## src/rtl/assert_macros.svh

```systemverilog
// Assertion macros shared by the RTL files.
`ifndef ASSERT_MACROS_SVH
`define ASSERT_MACROS_SVH

// Property checked at every clock edge outside reset.
`define ASSERT_ALWAYS(label, clk, rst_n, prop) \
  label: assert property (@(posedge clk) disable iff (!rst_n) (prop)) \
    else $error("assertion failed: label");

// Antecedent implies consequent in the same cycle.
`define ASSERT_IMPLY(label, clk, rst_n, ante, cons) \
  label: assert property (@(posedge clk) disable iff (!rst_n) (ante) |-> (cons)) \
    else $error("assertion failed: label");

`endif

```

## src/rtl/imhdk_pkg.sv

```systemverilog
// Types and constants of the indexed min-heap with decrease-key.
package imhdk_pkg;

  localparam int CAPACITY     = 256;
  localparam int KEY_BITS     = 32;
  localparam int VTX_BITS     = 8;
  localparam int NUM_VERTICES = 1 << VTX_BITS;
  localparam int IDX_BITS     = $clog2(CAPACITY);
  localparam int CNT_BITS     = IDX_BITS + 1;

  localparam logic [1:0] CMD_INSERT   = 2'd0;
  localparam logic [1:0] CMD_EXTRACT  = 2'd1;
  localparam logic [1:0] CMD_DECREASE = 2'd2;

  localparam logic [1:0] ST_DONE    = 2'd0;
  localparam logic [1:0] ST_IGNORED = 2'd1;
  localparam logic [1:0] ST_EMPTY   = 2'd2;
  localparam logic [1:0] ST_REFUSED = 2'd3;

  typedef struct packed {
    logic [1:0]          cmd;
    logic [VTX_BITS-1:0] vertex;
    logic [31:0]         key;
  } imhdk_in_t;

  typedef struct packed {
    logic [1:0]          status;
    logic [VTX_BITS-1:0] out_vertex;
    logic [31:0]         out_key;
    logic                was_present;
    logic                heap_empty;
  } imhdk_out_t;

  typedef struct packed {
    logic [VTX_BITS-1:0] vtx;
    logic [KEY_BITS-1:0] key;
  } entry_t;

  typedef struct packed {
    logic                we;
    logic [IDX_BITS-1:0] addr;
    entry_t              data;
  } heap_wr_t;

  typedef struct packed {
    logic                we;
    logic                clr;
    logic [VTX_BITS-1:0] vtx;
    logic [IDX_BITS-1:0] pos;
  } pos_wr_t;

endpackage

```

## src/rtl/imhdk_pos_mem.sv

```systemverilog
// Per-vertex position memory with presence flags.
module imhdk_pos_mem (
  input  logic                            clk,
  input  logic                            rst_n,
  input  imhdk_pkg::pos_wr_t              wr,
  input  logic [imhdk_pkg::VTX_BITS-1:0]  raddr,
  output logic [imhdk_pkg::IDX_BITS-1:0]  rdata,
  output logic [imhdk_pkg::NUM_VERTICES-1:0] present
);
  import imhdk_pkg::*;

  logic [IDX_BITS-1:0]     mem [NUM_VERTICES];
  logic [NUM_VERTICES-1:0] present_r;

  assign present = present_r;

  always_ff @(posedge clk) begin
    if (wr.we) begin
      mem[wr.vtx] <= wr.pos;
    end
    rdata <= mem[raddr];
  end

  always_ff @(posedge clk) begin
    if (!rst_n) begin
      present_r <= '0;
    end else if (wr.we) begin
      present_r[wr.vtx] <= 1'b1;
    end else if (wr.clr) begin
      present_r[wr.vtx] <= 1'b0;
    end
  end

endmodule

```

## config.mk

```make
export PLATFORM = sky130hd
export DESIGN_NAME = imhdk_pos_mem
export DESIGN_NICKNAME = d
export VERILOG_FILES = /design/src/rtl/assert_macros.svh /design/src/rtl/imhdk_pkg.sv /design/src/rtl/imhdk_pos_mem.sv
export SDC_FILE = /design/constraint.sdc
export NUM_CORES = 2
export LEC_CHECK = 0
export BUFFER_PORTS_ARGS = -buffer_cell sky130_fd_sc_hd__buf_2
export CORE_AREA = 3 3 449 451
export CTS_BUF_LIST = sky130_fd_sc_hd__clkbuf_4
export CTS_CLUSTER_DIAMETER = 40
export DETAILED_ROUTE_END_ITERATION = 12
export DIE_AREA = 0 0 452 454
export GPL_ROUTABILITY_DRIVEN = 0
export SETUP_SLACK_MARGIN = 0.2
export SLEW_MARGIN = 20
export SYNTH_ARGS = -nofsm -noshare
export SYNTH_HDL_FRONTEND = slang
export SYNTH_SLANG_ARGS = --single-unit
```

## constraint.sdc

```tcl
create_clock -name clk -period 3.28 [get_ports clk]
set_clock_uncertainty 0.15 [all_clocks]
set_input_delay 0.492 -clock clk [delete_from_list [all_inputs] [get_ports clk]]
set_output_delay 0.492 -clock clk [all_outputs]
set_load 0.02 [all_outputs]
```

Word-level counts from Yosys, hierarchy flattened
Memories as Yosys holds them, arrays and structs flattened. A register that Yosys moved wholly into a read port is not among the register bits.
Index checks and enable logic that the tools add are counted.
- register bits after elaboration: 256
- bits in latches: 0
- memory bits (writable): 2048
- bits in read-only memories: 0
- input bits: 28
- output and inout bits: 264
- logic and storage cells: 15
- memories kept: 1
- memories (memory ; depth ; width ; rd ports ; clocked after Yosys merged registers in ; wr ports ; line ; source):
    mem ; 256 ; 8 ; 1 ; 1 ; 1 ; imhdk_pos_mem.sv:12 ; logic [IDX_BITS-1:0] mem [NUM_VERTICES];
- $add $sub $neg: 0
- multiply operators: 0
- divide/modulo/power cells: 0
- magnitude comparators: 2
- equal/unequal tests: 0
- shift operators: 0
- mux-type cells: 6
- bitwise gates (word level): 3
- reduce and logical (&&, ||, !) cells: 2
- operators by type and width (operator ; count):
    256-bit 2-to-1 mux ; 2
    256-bit bitwise AND ; 1
    256-bit NOT ; 1
    256-bit bitwise OR ; 1
    8-bit by 9-bit < comparator with 1-bit output, second input constant ; 1
    1-bit demux with 8-bit select ; 1
    8-bit by 1-bit >= comparator with 1-bit output, second input constant ; 1
    1-bit 2-to-1 mux ; 3
    2-bit nonzero test ; 1
    1-bit logical AND ; 1

Longest topological paths before layout
- depth in word-level cells: 8
- mapped depth: 12
- mapped depth without buffers: 6

Least setup slack after synthesis
Ideal clock, no wire load.
- path kind: in2reg
- start point: input raddr[0] (netlist name)
- end point: register rdata[6] (netlist name), read port of mem
- setup time: 0.124 ns
- arrival: 2.224 ns
- required time: 3.006 ns
- setup slack: 0.782 ns
- stages: 9
- buffers on the path: 4
- path through: buf_6 buf_12 buf_6 buf_2 mux4_2 a22oi_1 a21oi_1 nor4_1 nor3_1
- RTL lines (what ; line ; source):
    start: declaration ; imhdk_pos_mem.sv:6 ; input logic [imhdk_pkg::VTX_BITS-1:0] raddr,
    end: declaration ; imhdk_pos_mem.sv:7 ; output logic [imhdk_pkg::IDX_BITS-1:0] rdata,

==> results.json <==
{
  "yosys_warnings": 0,
  "die_width_um": 452,
  "clockRootBuffer": "clkbuf_4",
  "synth_cells": 4670,
  "routed_wl_um": 275000,
  "initial_core_util": 0.449,
  "report.power.total_w": 0.0607,
  "p_per_area_nw_per_um2": 573,
  "nets": 5919,
  "ir_drop_uv": 284,
  "critPathKind": "input port to register",
  "num_io_pins": 292,
  "placed_area_um2": 97600,
  "fill_cells": 16006,
  "synth_edf_count": 2048,
  "crit_fanout": 12,
  "tightest_slew_ns": 1.33,
  "rows": 163,
  "maxSlewHeadroom": 0.104,
  "startpoint_type": "input port",
  "insertion_delay_ns": 1.38,
  "cts_sinks": 2312,
  "clk_pin_slew_ns": 0.06,
  "worstPathArrival_ns": 4.16,
  "die_area_um2": 205000,
  "end_kind": "register",
  "die_height_um": 454,
  "synthToLayoutAreaGrowth_pct": 19.2,
  "fin_area_um2": 106000,
  "coreArea_um2": 198000,
  "synthArstFlopShare": 0,
  "clk_path_buf_depth": 4,
  "synthDistinctLibCells": 50,
  "drc": 0,
  "fin_crit_ns": 3.02,
  "crit_required_ns": 4.42,
  "final_cell_mix": "2048 x edfxtp_1, 931 x clkbuf_4, 512 x o21a_1",
  "yosysSeqAreaShare": 0.752,
  "r2r_slack_ns": 0.37,
  "grt_pass1_wl_um": 388000,
  "netlist_area_um2": 88800,
  "viasPerCell": 5.81,
  "status": "completed",
  "grt_pass1_vias": 53160,
  "syn_avg_cell_area_um2": 19.0,
  "rr_worst_depth": 8,
  "drv_slew": 0,
  "whs_path_depth": 2,
  "post-route-util": 0.536,
  "final_common_cell": "edfxtp_1",
  "drv_cap": 0,
  "wl_per_cell_um": 30.6,
  "portBuffers": 291,
  "rsz0062_at_grt": "no",
  "grt-ovfl-total": 0,
  "grt_max_degree": 99,
  "grt_use_total": 0.266,
  "fmax_mhz": 331,
  "antenna_found_initial": 17,
  "rr_startpoint": "mem[43][7]$_DFFE_PP_",
  "drtAntennaViolNets": 0,
  "min_period_over_period": 0.920,
  "drt-initial-drc-count": 5419,
  "cp-startpoint": "wr[9]",
  "synth_flop_cell": "edfxtp_1",
  "dp_cells": 7874,
  "layout.cells.non_filler": 8983,
  "cts-htree-levels": 6,
  "p_leak_nw": 36.8,
  "setup_viol": 0,
  "dp_hpwl_um": 180000,
  "dr.pass1.iters": 5,
  "ys_ff_latch": 2312,
  "r2r_end": "rdata[7]$_DFF_P_",
  "cts_tree": "yes",
  "synth_nets": 4698,
  "hold_violations": 0,
  "cts_buffers": 609,
  "drive_above_1_share": 0.366,
  "num_vias": 52187,
  "holdCritPathClass": "input port to register"
}
synth_stat cells (32+ instances only):
cell,instances,area share
buf_2,61,0.0034
nand2_1,93,0.0039
mux4_2,427,0.11
nand3_1,37,0.0021
a21oi_1,91,0.0051
buf_4,43,0.0036
o221ai_1,40,0.0039
dfxtp_1,264,0.060
clkbuf_1,166,0.0070
a22oi_1,156,0.013
nor4_1,32,0.0023
nor2_1,287,0.012
mux2i_1,162,0.018
edfxtp_1,2048,0.69
o21a_1,512,0.043
repair_timing:
item,4_1_cts,5_1_grt
resized for setup,0,1
setup endpoints to repair,0,1
hold buffers,46,0
endpoints found under the hold margin,3347,0
setup buffers,0,0
metal layers:
| layer | vias to the layer above | wire (um) | global-route usage | share of wire |
|---|---|---|---|---|
| met5 | - | 31 | 0 | 0.00011 |
| met4 | 4 | 9630 | 0.104 | 0.035 |
| met3 | 447 | 22700 | 0.0591 | 0.083 |
| met2 | 2590 | 134000 | 0.429 | 0.49 |
| met1 | 27196 | 108000 | 0.355 | 0.39 |
| li1 | 21950 | - | - | - |
through the flow:
stage	setup WS (ns)	hold WS [ns]	setup TNS [ns]
floorplan	0.782	0.441	0
global placement	-0.578	0.382	-2.34
detailed placement	-0.420	0.390	-1.76
CTS	0.259	0.00808	0
global route	0.270	0.0642	0
finish	0.262	0.167	0
final cells by class:
type                       count  area, um^2  area share
multi-input combinational   2047       20600       0.194
antenna                        4        10.0   0.0000946
clock buffer                 931        6990      0.0660
sequential                  2312       66800       0.631
clock inverter               128         737     0.00696
timing repair buffer         921        7430      0.0702
tap                         2640        3300      0.0312
report_power, final:
group / internal [W] / leakage, nW / total, W / switching (W)
clock network: 0.0136 / 4.65 / 0.0252 / 0.0117
registers: 0.0321 / 20.5 / 0.0321 / 0.0000762
logic: 0.00120 / 11.6 / 0.00329 / 0.00209
total: 0.0468 / 36.8 / 0.0607 / 0.0138
logic make-up after synthesis:
family / after synthesis / synth area share
compound gates: 924 / 0.0757
simple gates: 532 / 0.0266
flops: 2312 / 0.752
buf+inv: 311 / 0.0186
mux: 591 / 0.127
worst min-delay path by stage:
| stage | from | slack (ns) | to |
|---|---|---|---|
| 6_report | wr[7] | 0.17 | mem[249][7]$_DFFE_PP_ |
| 2_1_floorplan | wr[0] | 0.44 | mem[0][0]$_DFFE_PP_ |
| 4_1_cts | wr[7] | 0.008 | mem[249][7]$_DFFE_PP_ |
| 3_5_place_dp | register | 0.39 | register |
| 3_3_place_gp | register | 0.38 | register |
| 5_1_grt | wr[7] | 0.06 | mem[249][7]$_DFFE_PP_ |
critical path, cell delays in order:
cell	delay [ns]
dlygate4sd3_1	0.52
buf_2	0.24
nor2b_1	0.16
dlygate4sd3_1	0.55
buf_4	0.17
nand2_4	0.27
nor2_1	0.97
o21a_1	0.24
dlygate4sd3_1	0.54
No activity file was read; power rests on OpenSTA's default activity.
