`config.mk`:
```
export PLATFORM = sky130hd
export DESIGN_NAME = imhdk_seq
export DESIGN_NICKNAME = d
export VERILOG_FILES = /design/src/rtl/assert_macros.svh /design/src/rtl/imhdk_pkg.sv /design/src/rtl/imhdk_seq.sv
export SDC_FILE = /design/constraint.sdc
export NUM_CORES = 1
export LEC_CHECK = 0
export BUFFER_PORTS_ARGS = -buffer_cell sky130_fd_sc_hd__buf_2
export CORE_AREA = 5 5 204 206
export CTS_CLUSTER_DIAMETER = 30
export DETAILED_ROUTE_END_ITERATION = 12
export DIE_AREA = 0 0 209 211
export GPL_TIMING_DRIVEN = 0
export PLACE_DENSITY = 0.7
export SETUP_SLACK_MARGIN = 0.02
export SKIP_CTS_REPAIR_TIMING = 1
export SLEW_MARGIN = 20
export SYNTH_ARGS = -nofsm -noshare
export SYNTH_HDL_FRONTEND = slang
export SYNTH_SLANG_ARGS = --single-unit
```
`constraint.sdc`:
```
create_clock -name clk -period 8.1 [get_ports clk]
set_input_delay 1.62 -clock clk [delete_from_list [all_inputs] [get_ports clk]]
set_output_delay 1.62 -clock clk [all_outputs]
set_load 0.01 [all_outputs]
```
`src/rtl/assert_macros.svh`:
```
// Assertion macros shared by the RTL files.
`ifndef ASSERT_MACROS_SVH
`define ASSERT_MACROS_SVH

// Property checked at every clock edge outside reset.
`define ASSERT_ALWAYS(label, clk, rst_n, prop) \
  label: assert property (@(posedge clk) disable iff (!rst_n) (prop)) \
    else $error("assertion failed: label");

// Antecedent implies consequent in the same cycle.
`define ASSERT_IMPLY(label, clk, rst_n, ante, cons) \
  label: assert property (@(posedge clk) disable iff (!rst_n) (ante) |-> (cons)) \
    else $error("assertion failed: label");

`endif

```
`src/rtl/imhdk_pkg.sv`:
```
// Types and constants of the indexed min-heap with decrease-key.
package imhdk_pkg;

  localparam int CAPACITY     = 256;
  localparam int KEY_BITS     = 32;
  localparam int VTX_BITS     = 8;
  localparam int NUM_VERTICES = 1 << VTX_BITS;
  localparam int IDX_BITS     = $clog2(CAPACITY);
  localparam int CNT_BITS     = IDX_BITS + 1;

  localparam logic [1:0] CMD_INSERT   = 2'd0;
  localparam logic [1:0] CMD_EXTRACT  = 2'd1;
  localparam logic [1:0] CMD_DECREASE = 2'd2;

  localparam logic [1:0] ST_DONE    = 2'd0;
  localparam logic [1:0] ST_IGNORED = 2'd1;
  localparam logic [1:0] ST_EMPTY   = 2'd2;
  localparam logic [1:0] ST_REFUSED = 2'd3;

  typedef struct packed {
    logic [1:0]          cmd;
    logic [VTX_BITS-1:0] vertex;
    logic [31:0]         key;
  } imhdk_in_t;

  typedef struct packed {
    logic [1:0]          status;
    logic [VTX_BITS-1:0] out_vertex;
    logic [31:0]         out_key;
    logic                was_present;
    logic                heap_empty;
  } imhdk_out_t;

  typedef struct packed {
    logic [VTX_BITS-1:0] vtx;
    logic [KEY_BITS-1:0] key;
  } entry_t;

  typedef struct packed {
    logic                we;
    logic [IDX_BITS-1:0] addr;
    entry_t              data;
  } heap_wr_t;

  typedef struct packed {
    logic                we;
    logic                clr;
    logic [VTX_BITS-1:0] vtx;
    logic [IDX_BITS-1:0] pos;
  } pos_wr_t;

endpackage

```
`src/rtl/imhdk_seq.sv`:
```
// Command sequencer: decodes an item and walks sift-up / sift-down over the heap memory.
module imhdk_seq (
  input  logic                               clk,
  input  logic                               rst_n,
  input  logic                               in_valid,
  output logic                               in_ready,
  input  imhdk_pkg::imhdk_in_t               in_data,
  output logic                               out_valid,
  input  logic                               out_ready,
  output imhdk_pkg::imhdk_out_t              out_data,
  output imhdk_pkg::heap_wr_t                heap_wr,
  output logic [imhdk_pkg::IDX_BITS-1:0]     heap_raddr_a,
  output logic [imhdk_pkg::IDX_BITS-1:0]     heap_raddr_b,
  input  imhdk_pkg::entry_t                  heap_rdata_a,
  input  imhdk_pkg::entry_t                  heap_rdata_b,
  output imhdk_pkg::pos_wr_t                 pos_wr,
  output logic [imhdk_pkg::VTX_BITS-1:0]     pos_raddr,
  input  logic [imhdk_pkg::IDX_BITS-1:0]     pos_rdata,
  input  logic [imhdk_pkg::NUM_VERTICES-1:0] present
);
  import imhdk_pkg::*;

  typedef enum logic [3:0] {
    S_IDLE, S_DEC, S_EX_RD, S_DC_POS, S_DC_HEAP,
    S_UP_RD, S_UP_CMP, S_DN_RD, S_DN_CMP, S_FIN, S_OUT
  } state_t;

  state_t              state_r, state_nxt;
  logic [1:0]          cmd_r, cmd_nxt;
  logic [VTX_BITS-1:0] vtx_r, vtx_nxt;
  logic [KEY_BITS-1:0] key_r, key_nxt;
  logic                pres_r, pres_nxt;
  logic [CNT_BITS-1:0] cnt_r, cnt_nxt;
  logic [IDX_BITS-1:0] at_r, at_nxt;
  entry_t              mv_r, mv_nxt;
  imhdk_out_t          out_r, out_nxt;

  logic [CNT_BITS-1:0] lc;
  logic [CNT_BITS:0]   rc;
  logic [IDX_BITS-1:0] parent;
  logic                take_l, take_r;
  logic [KEY_BITS-1:0] best_key;

  assign lc     = {at_r, 1'b1};
  assign rc     = {1'b0, lc} + {{CNT_BITS{1'b0}}, 1'b1};
  assign parent = (at_r - {{(IDX_BITS-1){1'b0}}, 1'b1}) >> 1;

  assign take_l   = heap_rdata_a.key < mv_r.key;
  assign best_key = take_l ? heap_rdata_a.key : mv_r.key;
  assign take_r   = (rc < {1'b0, cnt_r}) && (heap_rdata_b.key < best_key);

  assign in_ready  = (state_r == S_IDLE);
  assign out_valid = (state_r == S_OUT);
  assign out_data  = out_r;

  always_comb begin
    state_nxt    = state_r;
    cmd_nxt      = cmd_r;
    vtx_nxt      = vtx_r;
    key_nxt      = key_r;
    pres_nxt     = pres_r;
    cnt_nxt      = cnt_r;
    at_nxt       = at_r;
    mv_nxt       = mv_r;
    out_nxt      = out_r;
    heap_wr      = '0;
    pos_wr       = '0;
    heap_raddr_a = '0;
    heap_raddr_b = '0;
    pos_raddr    = vtx_r;
    unique case (state_r)
      S_IDLE: begin
        if (in_valid) begin
          cmd_nxt   = in_data.cmd;
          vtx_nxt   = in_data.vertex;
          key_nxt   = in_data.key[KEY_BITS-1:0];
          state_nxt = S_DEC;
        end
      end
      S_DEC: begin
        pres_nxt = present[vtx_r];
        out_nxt  = '0;
        out_nxt.was_present = present[vtx_r];
        mv_nxt   = '{vtx: vtx_r, key: key_r};
        heap_raddr_b = cnt_r[IDX_BITS-1:0] - {{(IDX_BITS-1){1'b0}}, 1'b1};
        case (cmd_r)
          CMD_INSERT: begin
            if (present[vtx_r] || cnt_r >= CNT_BITS'(CAPACITY)) begin
              out_nxt.status = ST_REFUSED;
              state_nxt = S_OUT;
            end else begin
              at_nxt    = cnt_r[IDX_BITS-1:0];
              cnt_nxt   = cnt_r + {{(CNT_BITS-1){1'b0}}, 1'b1};
              state_nxt = S_UP_RD;
            end
          end
          CMD_EXTRACT: begin
            if (cnt_r == '0) begin
              out_nxt.status = ST_EMPTY;
              state_nxt = S_OUT;
            end else begin
              state_nxt = S_EX_RD;
            end
          end
          CMD_DECREASE: state_nxt = S_DC_POS;
          default:      state_nxt = S_OUT;
        endcase
      end
      S_EX_RD: begin
        pos_wr.clr         = 1'b1;
        pos_wr.vtx         = heap_rdata_a.vtx;
        out_nxt.out_vertex = heap_rdata_a.vtx;
        out_nxt.out_key    = 32'(heap_rdata_a.key);
        cnt_nxt            = cnt_r - {{(CNT_BITS-1){1'b0}}, 1'b1};
        mv_nxt             = heap_rdata_b;
        at_nxt             = '0;
        state_nxt = (cnt_nxt == '0) ? S_OUT : S_DN_RD;
      end
      S_DC_POS: begin
        at_nxt       = pos_rdata;
        heap_raddr_a = pos_rdata;
        if (!pres_r || {1'b0, pos_rdata} >= cnt_r) begin
          out_nxt.status = ST_IGNORED;
          state_nxt = S_OUT;
        end else begin
          state_nxt = S_DC_HEAP;
        end
      end
      S_DC_HEAP: begin
        if (heap_rdata_a.key <= key_r) begin
          out_nxt.status = ST_IGNORED;
          state_nxt = S_OUT;
        end else begin
          state_nxt = S_UP_RD;
        end
      end
      S_UP_RD: begin
        heap_raddr_a = parent;
        state_nxt = (at_r == '0) ? S_FIN : S_UP_CMP;
      end
      S_UP_CMP: begin
        if (heap_rdata_a.key <= mv_r.key) begin
          state_nxt = S_FIN;
        end else begin
          heap_wr   = '{we: 1'b1, addr: at_r, data: heap_rdata_a};
          pos_wr.we = 1'b1;
          pos_wr.vtx = heap_rdata_a.vtx;
          pos_wr.pos = at_r;
          at_nxt    = parent;
          state_nxt = S_UP_RD;
        end
      end
      S_DN_RD: begin
        heap_raddr_a = lc[IDX_BITS-1:0];
        heap_raddr_b = rc[IDX_BITS-1:0];
        state_nxt = (lc >= cnt_r) ? S_FIN : S_DN_CMP;
      end
      S_DN_CMP: begin
        if (take_r) begin
          heap_wr    = '{we: 1'b1, addr: at_r, data: heap_rdata_b};
          pos_wr.we  = 1'b1;
          pos_wr.vtx = heap_rdata_b.vtx;
          pos_wr.pos = at_r;
          at_nxt     = rc[IDX_BITS-1:0];
          state_nxt  = S_DN_RD;
        end else if (take_l) begin
          heap_wr    = '{we: 1'b1, addr: at_r, data: heap_rdata_a};
          pos_wr.we  = 1'b1;
          pos_wr.vtx = heap_rdata_a.vtx;
          pos_wr.pos = at_r;
          at_nxt     = lc[IDX_BITS-1:0];
          state_nxt  = S_DN_RD;
        end else begin
          state_nxt = S_FIN;
        end
      end
      S_FIN: begin
        heap_wr    = '{we: 1'b1, addr: at_r, data: mv_r};
        pos_wr.we  = 1'b1;
        pos_wr.vtx = mv_r.vtx;
        pos_wr.pos = at_r;
        state_nxt  = S_OUT;
      end
      S_OUT: begin
        out_nxt.heap_empty = (cnt_r == '0);
        if (out_ready) begin
          state_nxt = S_IDLE;
        end
      end
      default: state_nxt = S_IDLE;
    endcase
    if (state_nxt == S_OUT) begin
      out_nxt.heap_empty = (cnt_nxt == '0);
    end
  end

  always_ff @(posedge clk) begin
    if (!rst_n) begin
      state_r <= S_IDLE;
      cnt_r   <= '0;
    end else begin
      state_r <= state_nxt;
      cnt_r   <= cnt_nxt;
    end
    cmd_r  <= cmd_nxt;
    vtx_r  <= vtx_nxt;
    key_r  <= key_nxt;
    pres_r <= pres_nxt;
    at_r   <= at_nxt;
    mv_r   <= mv_nxt;
    out_r  <= out_nxt;
  end

endmodule

```
# Word level (Yosys, flattened, before mapping)
# Index checks and enable logic that the tools add are counted.
# Widths: inputs -> output; s select.
[op_classes]
add_sub_neg = 5
n_lt_le_gt_ge = 9
n_eq_ne = 19
muxes = 52
n_reduce_logical = 17
[op_table]
columns = ["op", "n"]
rows = [
  ["$pmux 40 s2", 2],
  ["$mux 49", 3],
  ["$pmux 49 s3", 1],
  ["$le 32x32->1", 2],
  ["$lt 32x32->1", 2],
  ["$mux 16", 3],
  ["$pmux 8 s3", 2],
  ["$mux 4", 11],
  ["$pmux 4 s11", 1],
  ["$mux 8", 5],
  ["$pmux 8 s5", 1],
  ["$mux 32", 1],
  ["$pmux 8 s4", 1],
  ["$logic_not 9->1", 3],
  ["$mux 9", 2],
  ["$pmux 9 s2", 1],
  ["$eq 4x3->1 const B", 4],
  ["$eq 4x4->1 const B", 4],
  ["$pmux 8 s2", 1],
  ["$sub 8x1->8 const B", 2],
  ["$pmux 4 s3", 1],
  ["$add 9x1->10 const B", 1],
  ["$lt 10x9->1", 1],
  ["$add 9x1->9 const B", 1],
  ["other kinds (31)", 46],
]
[totals]
reg_bits = 147
output_inout_bits = 137

# Depth between registers and ports, before layout
[depth]
word_depth = 8
depth_mapped = 25
depth_no_buf = 22

# Worst setup path after synthesis
# OpenSTA, ideal clock, no wires.
[synth_timing]
kind = "input -> output"
start = "input heap_rdata_a[31] (netlist bit)"
end = "output heap_wr[10] (netlist bit)"
arrival_time_ns = 6.451
required_time_ns = 6.480
path_slack_ns = 0.029
cell_stages = 21
n_path_buf = 5
path_cell_list = "ha_1 -> nand4_1 -> or3_1 -> a2111oi_1 -> nor3_1 -> clkbuf_1 -> clkbuf_1 -> buf_1 -> o21a_1 -> ha_1 -> a21o_1 -> a21oi_1 -> o21ai_0 -> a221oi_1 -> a21oi_1 -> or3_1 -> a21oi_1 -> clkbuf_1 -> clkbuf_1 -> a21oi_1 -> o21ai_0"
[synth_rtl]
columns = ["element", "line", "rtl"]
rows = [
  ["start: declaration", "imhdk_seq.sv:14", "input imhdk_pkg::entry_t heap_rdata_a,"],
  ["end: declaration", "imhdk_seq.sv:11", "output imhdk_pkg::heap_wr_t heap_wr,"],
]

==> summary.json <==
{
  "finish": {
    "final_net_count": 2565,
    "fin_area_um2": 18090,
    "post_route_cells_drive_above_1_share_pct": 34.97,
    "area.growth.synth_to_final_pct": 35.77
  },
  "synth": {
    "synth_area_um2": 13330,
    "syn_area_per_cell_um2": 9.060,
    "synth.lib_cells_used.distinct": 71,
    "synth.yosys.warnings": 0,
    "count_of_mapped_cells_out_of_synthesis": 1471,
    "synth_nets": 1990,
    "synth_async_sr_flop_share_pct": 0,
    "sequential_element_share_of_the_synthesized_area_pct": 32.15,
    "number_of_flops_mapped_to_enable_cells_by_yosys": 134,
    "ys.flop_type": "sky130_fd_sc_hd__edfxtp_1",
    "synth-seq-cells": 147
  },
  "worst_setup_path": {
    "worstSetupStartpointType": "input port",
    "timing.reg2reg.setup_slack_ns": 1.98,
    "worst-endpoint-required_ns": 6.48,
    "cp.arrival_ns": 6.52,
    "timing.rr.start": "mv_r[29]$_DFFE_PN_",
    "path_class": "input port to primary output",
    "setup_crit_end_kind": "primary output",
    "timing.rr.end": "out_data[0]$_DFFE_PP_",
    "critPathMaxFanout": 8,
    "reg2regPathDepth": 25
  },
  "global_route": {
    "grt.total_usage_pct": 27.60,
    "grt-ovfl-total": 0,
    "antenna_found_initial": 12,
    "grt_pass1_vias": 14800,
    "grt_max_degree": 51,
    "grt_pass1_wl_um": 91940
  },
  "routing": {
    "drtAntennaViolNets": 0,
    "num_vias": 14610,
    "viasPerCell": 5.633,
    "totalWireLength_um": 64300,
    "avgRoutedWirePerCell_um": 24.79,
    "drtPass1Iterations": 6,
    "remaining_drc_errors": 0,
    "detail_route.iter0.violations": 1265
  },
  "timing": {
    "setup_viol": 1,
    "grt_setup_unrepaired": "true",
    "report.final.slew_viol_count": 0,
    "fin_worst_hold_slack_ns": 0.6165,
    "finalHoldViolations": 0,
    "final_min_period_over_clock_period_pct": 100.5,
    "max_slew.worst_pin.slew_ns": 1.086,
    "clock_skew_ns": 0.01894,
    "fmaxAchievable_mhz": 122.8,
    "post-route-worst-setup-slack_ns": -0.04235,
    "worst_slew_margin_rel_pct": 27.04,
    "tns_setup_ns": -0.04235,
    "period_needed_ns": 8.142
  },
  "placement": {
    "place_congestion": 0.9468,
    "worst_setup_slack_before_clock_tree_synthesis_ns": -2.372,
    "placedInstanceArea_um2": 16680,
    "dp_hpwl_um": 51130,
    "place.port_buffers": 526
  },
  "min_path": {
    "holdPathStages": 2,
    "hold-path-endpoint": "mv_r[16]$_DFFE_PN_",
    "hold_path_class": "flop to flop",
    "hp_start": "key_r[16]$_DFFE_PP_"
  },
  "floorplan": {
    "die-height_um": 211,
    "chip_width_um": 209,
    "standard_cell_rows": 73,
    "floorplan.die_area_um2": 44100,
    "placeableCoreArea_um2": 39460,
    "initial_utilization_pct": 33.77,
    "top_level_ports": 527
  },
  "outcome": {
    "status": "finished, violations left",
    "violations": "negative setup slack"
  },
  "power_and_ir_drop": {
    "total_leakage_power_uw": 0.008476,
    "vdd_drop_max_mv": 0.1596,
    "power_density_nw_per_um2": 344.0,
    "final_total_power_uw": 6225
  },
  "clock_network": {
    "numCtsBuffers": 17,
    "clk_pin_slew_worst_paths_ns": 0.06,
    "worst_skew_pair.late_latency_ns": 0.49,
    "cts.root.buffer_cell": "sky130_fd_sc_hd__clkbuf_16",
    "cts_max_level": 4,
    "maximum_buffer_depth_of_the_clock_tree": 2,
    "tritoncts_num_sinks": 147,
    "tritoncts": "done"
  },
  "job": {
    "max_cap_viol_count": 0
  }
}
registers in the layout, indices dropped and copies added, names as in the netlist:
name	cells
out_data	44
mv_r	40
key_r	32
cnt_r	9
at_r	8
pos_raddr	8
state_r	4
cmd_r	2
through the flow:
step                      std cells  util (%)
after floorplan                1471         -
after global placement         2522     42.11
after detailed placement       2524     42.28
after CTS                      2556     43.80
after global routing           2594     45.86
final                          2594     45.86
cell usage after synthesis (6+ instances only):
| library cell | number | share of area, % |
|---|---|---|
| sky130_fd_sc_hd__a222oi_1 | 9 | 0.68 |
| sky130_fd_sc_hd__nor3_1 | 28 | 1.1 |
| sky130_fd_sc_hd__nand3_1 | 33 | 1.2 |
| sky130_fd_sc_hd__o22ai_1 | 6 | 0.28 |
| sky130_fd_sc_hd__inv_1 | 99 | 2.8 |
| sky130_fd_sc_hd__clkbuf_1 | 61 | 1.7 |
| sky130_fd_sc_hd__xor2_1 | 11 | 0.72 |
| sky130_fd_sc_hd__nor2b_1 | 25 | 1.2 |
| sky130_fd_sc_hd__nor4_1 | 7 | 0.33 |
| sky130_fd_sc_hd__o21ai_0 | 106 | 4.0 |
| sky130_fd_sc_hd__a221oi_1 | 6 | 0.39 |
| sky130_fd_sc_hd__mux2i_1 | 70 | 5.3 |
| sky130_fd_sc_hd__buf_4 | 14 | 0.79 |
| sky130_fd_sc_hd__nand4_1 | 19 | 0.89 |
| sky130_fd_sc_hd__and2_1 | 9 | 0.42 |
| sky130_fd_sc_hd__buf_1 | 10 | 0.28 |
| sky130_fd_sc_hd__a211oi_1 | 6 | 0.34 |
| sky130_fd_sc_hd__o21a_1 | 44 | 2.5 |
| sky130_fd_sc_hd__mux4_2 | 24 | 4.1 |
| sky130_fd_sc_hd__a31oi_1 | 6 | 0.28 |
| sky130_fd_sc_hd__nand2b_1 | 18 | 0.85 |
| sky130_fd_sc_hd__ha_1 | 129 | 12 |
| sky130_fd_sc_hd__nor2_1 | 90 | 2.5 |
| sky130_fd_sc_hd__nand2_1 | 158 | 4.5 |
| sky130_fd_sc_hd__a21oi_1 | 82 | 3.1 |
| sky130_fd_sc_hd__edfxtp_1 | 134 | 30 |
| sky130_fd_sc_hd__mux4_1 | 8 | 1.6 |
| sky130_fd_sc_hd__or3_1 | 7 | 0.33 |
| sky130_fd_sc_hd__a22oi_1 | 62 | 3.5 |
| sky130_fd_sc_hd__and3_1 | 49 | 2.3 |
| sky130_fd_sc_hd__buf_2 | 7 | 0.26 |
| sky130_fd_sc_hd__a21o_1 | 23 | 1.3 |
| sky130_fd_sc_hd__o221ai_1 | 6 | 0.39 |
| sky130_fd_sc_hd__o211ai_1 | 10 | 0.56 |
| sky130_fd_sc_hd__a22o_1 | 7 | 0.46 |
| sky130_fd_sc_hd__dfxtp_1 | 13 | 2.0 |
| sky130_fd_sc_hd__xnor2_1 | 18 | 1.2 |
metal layers:
metal	vias up	track usage (%)	part of all wire (%)
li1	6658	-	-
met1	6949	32.11	37
met2	876	49.02	50
met3	130	4.990	8.1
met4	0	13.61	4.7
met5	-	0	0
cell families after synthesis:
family          Yosys count  synth area share (%)
mux                     102                 10.89
simple gates            459                 16.52
compound gates          406                 20.13
flops                   147                 32.15
fa+ha+maj               129                 12.11
xor+xnor                 29                 1.906
buf+inv                 199                 6.290
how the worst max path moves through the flow:
| stage | startpoint | endpoint | slack [ns] |
|---|---|---|---|
| 2_1_floorplan | heap_rdata_a[31] | heap_wr[10] | 0.03 |
| 3_3_place_gp | heap_rdata_a[31] | heap_wr[1] | -2.65 |
| 3_5_place_dp | heap_rdata_a[31] | heap_wr[1] | -2.37 |
| 4_1_cts | heap_rdata_a[31] | heap_wr[1] | -2.39 |
| 5_1_grt | heap_rdata_a[28] | pos_wr[9] | -0.25 |
| 6_report | heap_rdata_a[29] | pos_wr[15] | -0.04 |
area by class of cell:
type / instances / area (um2)
Antenna cell: 10 / 25.02
Buffer: 95 / 558.0
Clock buffer: 18 / 429.2
Clock inverter: 14 / 173.9
Fill cell: 3863 / 21360
Inverter: 103 / 386.6
Multi-Input combinational cell: 1125 / 8578
Sequential cell: 147 / 4284
Tap cell: 525 / 656.9
Timing Repair Buffer: 557 / 3002
report_power, final:
part,total [uW],internal (uW),switching (uW),leakage (uW)
sequential,1420,1260,166,0.00138
clock,859,487,372,0.000296
combinational,3940,1520,2420,0.00680
worst max-delay path: stages:
cell,delay [ns]
sky130_fd_sc_hd__buf_8,0.11
sky130_fd_sc_hd__ha_4,0.26
sky130_fd_sc_hd__nand4_1,0.23
sky130_fd_sc_hd__nor4_4,0.42
sky130_fd_sc_hd__nand4_1,0.17
sky130_fd_sc_hd__buf_6,0.17
sky130_fd_sc_hd__a21oi_4,0.15
sky130_fd_sc_hd__nor3_4,0.06
sky130_fd_sc_hd__buf_6,0.14
sky130_fd_sc_hd__buf_12,0.14
sky130_fd_sc_hd__buf_12,0.13
sky130_fd_sc_hd__o21a_1,0.21
sky130_fd_sc_hd__ha_4,0.24
sky130_fd_sc_hd__a21o_1,0.18
sky130_fd_sc_hd__a21oi_2,0.14
sky130_fd_sc_hd__o21ai_2,0.08
sky130_fd_sc_hd__a221oi_2,0.27
sky130_fd_sc_hd__a21oi_2,0.10
sky130_fd_sc_hd__or3_4,0.35
sky130_fd_sc_hd__a21oi_4,0.21
sky130_fd_sc_hd__nor2_4,0.07
sky130_fd_sc_hd__a21o_4,0.27
sky130_fd_sc_hd__a222oi_1,0.36
sky130_fd_sc_hd__buf_4,0.19
sky130_fd_sc_hd__nand2b_1,0.06
sky130_fd_sc_hd__buf_2,0.14
layout by cell type, fill, tap and decap left out, types with 32 or more instances in the layout:
cell type | Yosys | final
sky130_fd_sc_hd__a21oi_1 | 82 | 75
sky130_fd_sc_hd__a22oi_1 | 62 | 62
sky130_fd_sc_hd__and3_1 | 49 | 49
sky130_fd_sc_hd__buf_2 | 7 | 525
sky130_fd_sc_hd__buf_4 | 14 | 43
sky130_fd_sc_hd__clkbuf_1 | 61 | 47
sky130_fd_sc_hd__edfxtp_1 | 134 | 134
sky130_fd_sc_hd__ha_1 | 129 | 118
sky130_fd_sc_hd__inv_1 | 99 | 95
sky130_fd_sc_hd__mux2i_1 | 70 | 70
sky130_fd_sc_hd__nand2_1 | 158 | 157
sky130_fd_sc_hd__nand3_1 | 33 | 32
sky130_fd_sc_hd__nor2_1 | 90 | 88
sky130_fd_sc_hd__o21a_1 | 44 | 44
sky130_fd_sc_hd__o21ai_0 | 106 | 91
Power figures use the tool's default switching activity.
